### src/rtl/fcse_pkg.sv
`timescale 1ns / 1ps
// ---------------------------------------------------------------------------
// fcse_pkg
// Shared types, constants and arithmetic helpers of the symbol encoder.
// ---------------------------------------------------------------------------
package fcse_pkg;

  // Field widths
  localparam int IDX_W      = 12;
  localparam int CFG_W      = 12;
  localparam int LT_DEG_W   = 5;
  localparam int PI_DEG_W   = 2;
  localparam int CFG_IDX_W  = 2;
  localparam int RED_BIT_W  = 4;
  localparam int SKIP_W     = 13;

  // Parameter defaults
  localparam int DEF_MAX_SYMBOLS = 4096;
  localparam int DEF_SLICE_BITS  = 64;

  // Skip search gives up after this many steps
  localparam logic [SKIP_W-1:0] SKIP_LIMIT = 13'd4096;

  // Top bit of a reduced operand, first bit fed into the remainder lanes
  localparam logic [RED_BIT_W-1:0] RED_TOP = RED_BIT_W'(CFG_W - 1);

  // Operation codes
  localparam logic OP_WRITE  = 1'b0;
  localparam logic OP_ENCODE = 1'b1;

  // Configuration register indexes
  localparam logic [CFG_IDX_W-1:0] REG_LT_COUNT = 2'd0;
  localparam logic [CFG_IDX_W-1:0] REG_PI_COUNT = 2'd1;
  localparam logic [CFG_IDX_W-1:0] REG_PI_PRIME = 2'd2;

  // Controller to datapath commands
  typedef struct packed {
    logic                 load_tuple;
    logic                 mem_write;
    logic                 red_step;
    logic [RED_BIT_W-1:0] red_bit;
    logic                 lt_issue;
    logic                 pi_skip;
    logic                 pi_issue;
    logic                 pi_advance;
    logic                 out_load;
  } cmd_t;

  // Datapath to controller status
  typedef struct packed {
    logic skip_needed;
  } sts_t;

  // One restoring-remainder step: shift in a bit, subtract the modulus if it fits
  function automatic logic [CFG_W-1:0] rem_step(input logic [CFG_W-1:0] r,
                                                input logic             b,
                                                input logic [CFG_W-1:0] m);
    logic [CFG_W:0] t;
    t = {r, b};
    if (t >= {1'b0, m}) begin
      t = t - {1'b0, m};
    end
    return t[CFG_W-1:0];
  endfunction

  // Modular add of two operands already below the modulus
  function automatic logic [CFG_W-1:0] mod_add(input logic [CFG_W-1:0] x,
                                               input logic [CFG_W-1:0] y,
                                               input logic [CFG_W-1:0] m);
    logic [CFG_W:0] t;
    t = {1'b0, x} + {1'b0, y};
    if (t >= {1'b0, m}) begin
      t = t - {1'b0, m};
    end
    return t[CFG_W-1:0];
  endfunction

endpackage

### src/rtl/fcse_ctrl.sv
`timescale 1ns / 1ps
// ---------------------------------------------------------------------------
// fcse_ctrl
// Controller: sequences operand reduction, LT reads, PI skip search and reads,
// and owns the output valid flag.
// ---------------------------------------------------------------------------
module fcse_ctrl
  import fcse_pkg::*;
(
  input  logic                clk,
  input  logic                rst,
  input  logic                in_valid,
  input  logic                op,
  input  logic [LT_DEG_W-1:0] lt_degree,
  input  logic [PI_DEG_W-1:0] pi_degree,
  output logic                in_stall,
  input  logic                out_stall,
  output logic                out_valid,
  input  sts_t                sts,
  output cmd_t                cmd
);

  localparam logic [2:0] S_IDLE   = 3'd0;
  localparam logic [2:0] S_REDUCE = 3'd1;
  localparam logic [2:0] S_LT     = 3'd2;
  localparam logic [2:0] S_PI     = 3'd3;
  localparam logic [2:0] S_FLUSH  = 3'd4;

  logic [2:0]           state, state_next;
  logic [RED_BIT_W-1:0] bit_cnt, bit_cnt_next;
  logic [LT_DEG_W-1:0]  lt_left, lt_left_next;
  logic [PI_DEG_W-1:0]  pi_left, pi_left_next;
  logic                 out_valid_next;

  // Take a transaction only while idle
  assign in_stall = (state != S_IDLE);

  // Next state and command decode
  always_comb begin
    cmd            = '0;
    state_next     = state;
    bit_cnt_next   = bit_cnt;
    lt_left_next   = lt_left;
    pi_left_next   = pi_left;
    out_valid_next = out_valid && out_stall;
    unique case (state)
      S_IDLE: begin
        if (in_valid) begin
          if (op == OP_WRITE) begin
            cmd.mem_write = 1'b1;
          end else begin
            cmd.load_tuple = 1'b1;
            lt_left_next   = (lt_degree == '0) ? LT_DEG_W'(1) : lt_degree;
            pi_left_next   = (pi_degree < 2'd2) ? PI_DEG_W'(1) : pi_degree;
            bit_cnt_next   = RED_TOP;
            state_next     = S_REDUCE;
          end
        end
      end
      S_REDUCE: begin
        cmd.red_step = 1'b1;
        cmd.red_bit  = bit_cnt;
        if (bit_cnt == '0) begin
          state_next = S_LT;
        end else begin
          bit_cnt_next = bit_cnt - 1'b1;
        end
      end
      S_LT: begin
        cmd.lt_issue = 1'b1;
        if (lt_left == LT_DEG_W'(1)) begin
          state_next = S_PI;
        end else begin
          lt_left_next = lt_left - 1'b1;
        end
      end
      S_PI: begin
        if (sts.skip_needed) begin
          cmd.pi_skip = 1'b1;
        end else begin
          cmd.pi_issue = 1'b1;
          if (pi_left == PI_DEG_W'(1)) begin
            state_next = S_FLUSH;
          end else begin
            cmd.pi_advance = 1'b1;
            pi_left_next   = pi_left - 1'b1;
          end
        end
      end
      S_FLUSH: begin
        // Hold until the output register is free
        if (!out_valid || !out_stall) begin
          cmd.out_load   = 1'b1;
          out_valid_next = 1'b1;
          state_next     = S_IDLE;
        end
      end
      default: begin
        state_next = S_IDLE;
      end
    endcase
  end

  // State and counters
  always_ff @(posedge clk) begin
    if (rst) begin
      state     <= S_IDLE;
      bit_cnt   <= '0;
      lt_left   <= '0;
      pi_left   <= '0;
      out_valid <= 1'b0;
    end else begin
      state     <= state_next;
      bit_cnt   <= bit_cnt_next;
      lt_left   <= lt_left_next;
      pi_left   <= pi_left_next;
      out_valid <= out_valid_next;
    end
  end

endmodule

### config.mk
export PLATFORM = sky130hd
export DESIGN_NAME = fcse_ctrl
export DESIGN_NICKNAME = d
export VERILOG_FILES = /design/src/rtl/fcse_pkg.sv /design/src/rtl/fcse_ctrl.sv
export SDC_FILE = /design/constraint.sdc
export NUM_CORES = 1
export LEC_CHECK = 0
export ABC_AREA = 1
export BUFFER_PORTS_ARGS = -buffer_cell sky130_fd_sc_hd__buf_4
export CAP_MARGIN = 15
export CORE_MARGIN = 3
export CORE_UTILIZATION = 47
export CTS_CLUSTER_DIAMETER = 150
export DETAILED_ROUTE_END_ITERATION = 10
export PLACE_DENSITY = 0.83
export REMOVE_ABC_BUFFERS = 1
export SLEW_MARGIN = 20
export SYNTH_ARGS = -nofsm -noshare
export SYNTH_HDL_FRONTEND = slang
export SYNTH_SLANG_ARGS = --single-unit
### constraint.sdc
create_clock -name clk -period 1.2 [get_ports clk]
set_input_delay 0.12 -clock clk [delete_from_list [all_inputs] [get_ports clk]]
set_output_delay 0.12 -clock clk [all_outputs]
set_load 0.01 [all_outputs]
==> impl_results.md <==
* Design area at 1847 sq um
* Fin crit period at between 1.5 and 2 ns
* Post-DRT Antenna Nets at 0
* Clock Latency Late Sink at ~0.3 ns
* Cell Count, Final, Fillers Out at roughly 250
* Hold_sp: rst
* Vias in the first global route at around 1300
* Routed wire length at between 5 and 6 mm
* DRC viols at 0
* Area of placed instances at about 1400 sq um
* CP startpoint kind: flip-flop
* Maxcap violations at 0
* Pins Over Slew Limit at 0
* Outcome: finished with violations
* Cell-internal power at between 2 and 3 mW
* Reg2Reg Depth at 9
* Initial antenna violation count at 0
* Worst-Margin Slew at between 0.4 and 0.5 ns
* IO buf count at 26
* Clk pwr share at 0.058
* Max transition margin at 0.7150
* Site row count at 16
* Final cycle utilization of the critical path at 1.297
* WHS Path Cells at 2
* Syn Area/Cell at between 6 and 7 sq um
* Die H at ~53 um
* CTS buffer count at 3
* Via Count at about 1500
* Sw Ratio at 0.5040
* Io pins at 27
* Endpoint, Worst Hold: bit_cnt[1]
* Logic pwr share at 0.749
* DR vias/cell at 5.779
* Sequential power share at 0.193
* Yosys cell types at 23
* Final hold viol count at 0
* CTS sink cnt at 15
* R2r endpoint: state[0]
* Setup tns final at -5.486 ns
* H-tree Lvls at 1
* Finished Core Util at 0.9044
* Yosys reg bits at 15
* Critical Path End Type: output port
* Longest Clk Path Bufs at 2
* Setup CP Type: flip-flop to output port
* Syn Std Cell Area at about 1000 sq um
* Final setup margin at -0.3564 ns
* Seq/Total Area, Yosys at 0.2861
* ANT cells at 0
* Initial DRC Count at 104
* Core Region at between 2000 and 2500 sq um
* RSZ-0062 raised after global routing: yes
* Final GP Congestion at slightly below 0.9
* GRT Util Overall at 0.2876
* Nets at 245
* Largest net degree at the start of global routing at 12
* Worst min path class: primary input to flip-flop
* Min Hold Slack at between 0.03 and 0.04 ns
* Critical path data required time at 1.08 ns
* Worst Path Max Fanout at 4
* Worst vdd ir at 0.001782 V
* Drt pass-1 iters at 5
* Area growth, synth to finish at 75.92%
* Syn Inst Count at 160
* Crit path DAT at ~1.4 ns
* Grt ovf at 0
* Routed wire per std cell at between 20 and 25 um
* First-pass GRT wire length at 5.844 mm
* RR Startpoint: bit_cnt[0]
* Die ar. at ~2800 sq um
* Share of cells above drive strength 1 at 0.5973
* Clock transition at path regs at roughly 0.09 ns
* Fin Clk Skew at 0.003414 ns
* DIE WIDTH at between 50 and 60 um
* Leak Pwr at 0.8693 nW
* Fmax at 0.6425 GHz
* CTS tree: yes
* Setup violators final at 27
* Clock Tree Root: clkbuf_4
* Yosys warnings at 0
* Pwr Density at about 2800 nW/um^2
* Hold buffers post-CTS at 0
* Net Sw Power at 2.582 mW
* Violated checks: negative setup slack
* Starting density of the core at 0.5141
* Hpwl dp at roughly 2.2 mm
* Worst reg2reg setup slack at -0.29 ns
* Placed cells at 230
* CP startpoint: state[0]
[synth_stat cells (all sizes together)]
cell type / number / area, sq um
nor3b: 1 / 7.510
nor3: 1 / 5.000
nand3b: 1 / 7.510
buf: 1 / 7.510
nor2: 36 / 172.7
xor2: 1 / 8.760
ha: 5 / 62.56
nand4: 1 / 6.260
nand3: 13 / 70.07
o21ai: 19 / 98.85
inv: 25 / 93.84
a21oi: 8 / 40.04
dfxtp: 15 / 300.3
nand2: 32 / 165.2
clkinv: 1 / 3.750
[power groups by stage]
stage | Sequential [mW] | Combinational, mW | Clock (mW)
after floorplan | 0.860 | 1.48 | 0
after global placement | 0.882 | 2.17 | 0
after detailed placement | 0.899 | 2.27 | 0
after CTS | 0.938 | 2.83 | 0.298
after global routing | 0.993 | 4.02 | 0.328
final | 0.988 | 3.84 | 0.300
[critical path: stages (launching register included)]
cell	delay, ns
dfxtp_4	0.38
inv_1	0.10
nand3_1	0.14
buf_4	0.17
a21oi_1	0.19
buf_4	0.16
[layout make-up]
cell class / instances / area, sq um
multi-input combinational: 118 / 843.3
sequential: 15 / 317.8
tap: 27 / 33.78
inverter: 26 / 115.1
clock buffer: 4 / 26.28
timing repair buffer: 63 / 510.5
fill: 69 / 195.2
[per-layer routing]
| layer | vias up | GRT usage | part of all wire |
|---|---|---|---|
| met4 | 0 | 0.1489 | 0.059 |
| met3 | 37 | 0.07042 | 0.083 |
| met5 | - | 0 | 0 |
| met2 | 109 | 0.5286 | 0.50 |
| li1 | 640 | - | - |
| met1 | 676 | 0.2940 | 0.36 |
[registers in the layout, indices dropped and copies added, names as in the netlist]
name       cells
lt_left        5
bit_cnt        4
state          3
pi_left        2
out_valid      1
[placed cells by master (no fill, tap or decap), types with 2 or more instances in the layout]
| master | Yosys | routed |
|---|---|---|
| buf_4 | 1 | 53 |
| nor2_1 | 29 | 19 |
| nand2_1 | 22 | 17 |
| inv_1 | 19 | 16 |
| nor2_2 | 3 | 10 |
| buf_6 | 0 | 10 |
| dfxtp_1 | 15 | 9 |
| nand2_2 | 6 | 8 |
| o21ai_1 | 10 | 8 |
| nor2_4 | 4 | 7 |
| o21ai_2 | 1 | 7 |
| nand3_1 | 12 | 6 |
| a21oi_1 | 8 | 6 |
| nand3_2 | 1 | 6 |
| inv_2 | 6 | 5 |
| nand2_4 | 4 | 5 |
| inv_4 | 0 | 4 |
| dfxtp_4 | 0 | 4 |
| o21ai_0 | 8 | 3 |
| ha_1 | 5 | 3 |
| clkbuf_4 | 0 | 3 |
| nand2_8 | 0 | 2 |
| a21oi_2 | 0 | 2 |
| ha_4 | 0 | 2 |
| dfxtp_2 | 0 | 2 |
[through the flow]
stage	setup slack (ns)	total power, mW
finish	-0.3564	5.123
global route	-0.3607	5.338
CTS	-0.1813	4.071
detailed placement	-0.1613	3.169
global placement	-0.1202	3.048
floorplan	-0.08027	2.337
[worst max-delay path by stage]
stage | endpoint | slack (ns) | cells past startpoint
5_1_grt | cmd[0] | -0.36 | 5
2_1_floorplan | lt_left[3] | -0.08 | 8
4_1_cts | cmd[10] | -0.18 | 5
6_report | cmd[0] | -0.36 | 5
3_5_place_dp | state[2] | -0.16 | 9
3_3_place_gp | state[2] | -0.12 | 9
[timing repair]
item                                    CTS  global route
gates cloned                              0             0
buffers inserted                         11             8
endpoints found under the setup margin   27            27
pin swaps                                12             8
resized for setup                        44            38
[cell families after synthesis]
| logic type | count (synthesis) | synth area share |
|---|---|---|
| AO/OA/AOI/OAI | 27 | 0.1323 |
| XOR/XNOR | 1 | 0.008345 |
| adder cells (fa/ha/maj) | 5 | 0.05959 |
| buffers and inverters | 27 | 0.1001 |
| flip-flops | 15 | 0.2861 |
| AND/OR/NAND/NOR | 85 | 0.4136 |
Power figures use the tool's default switching activity.
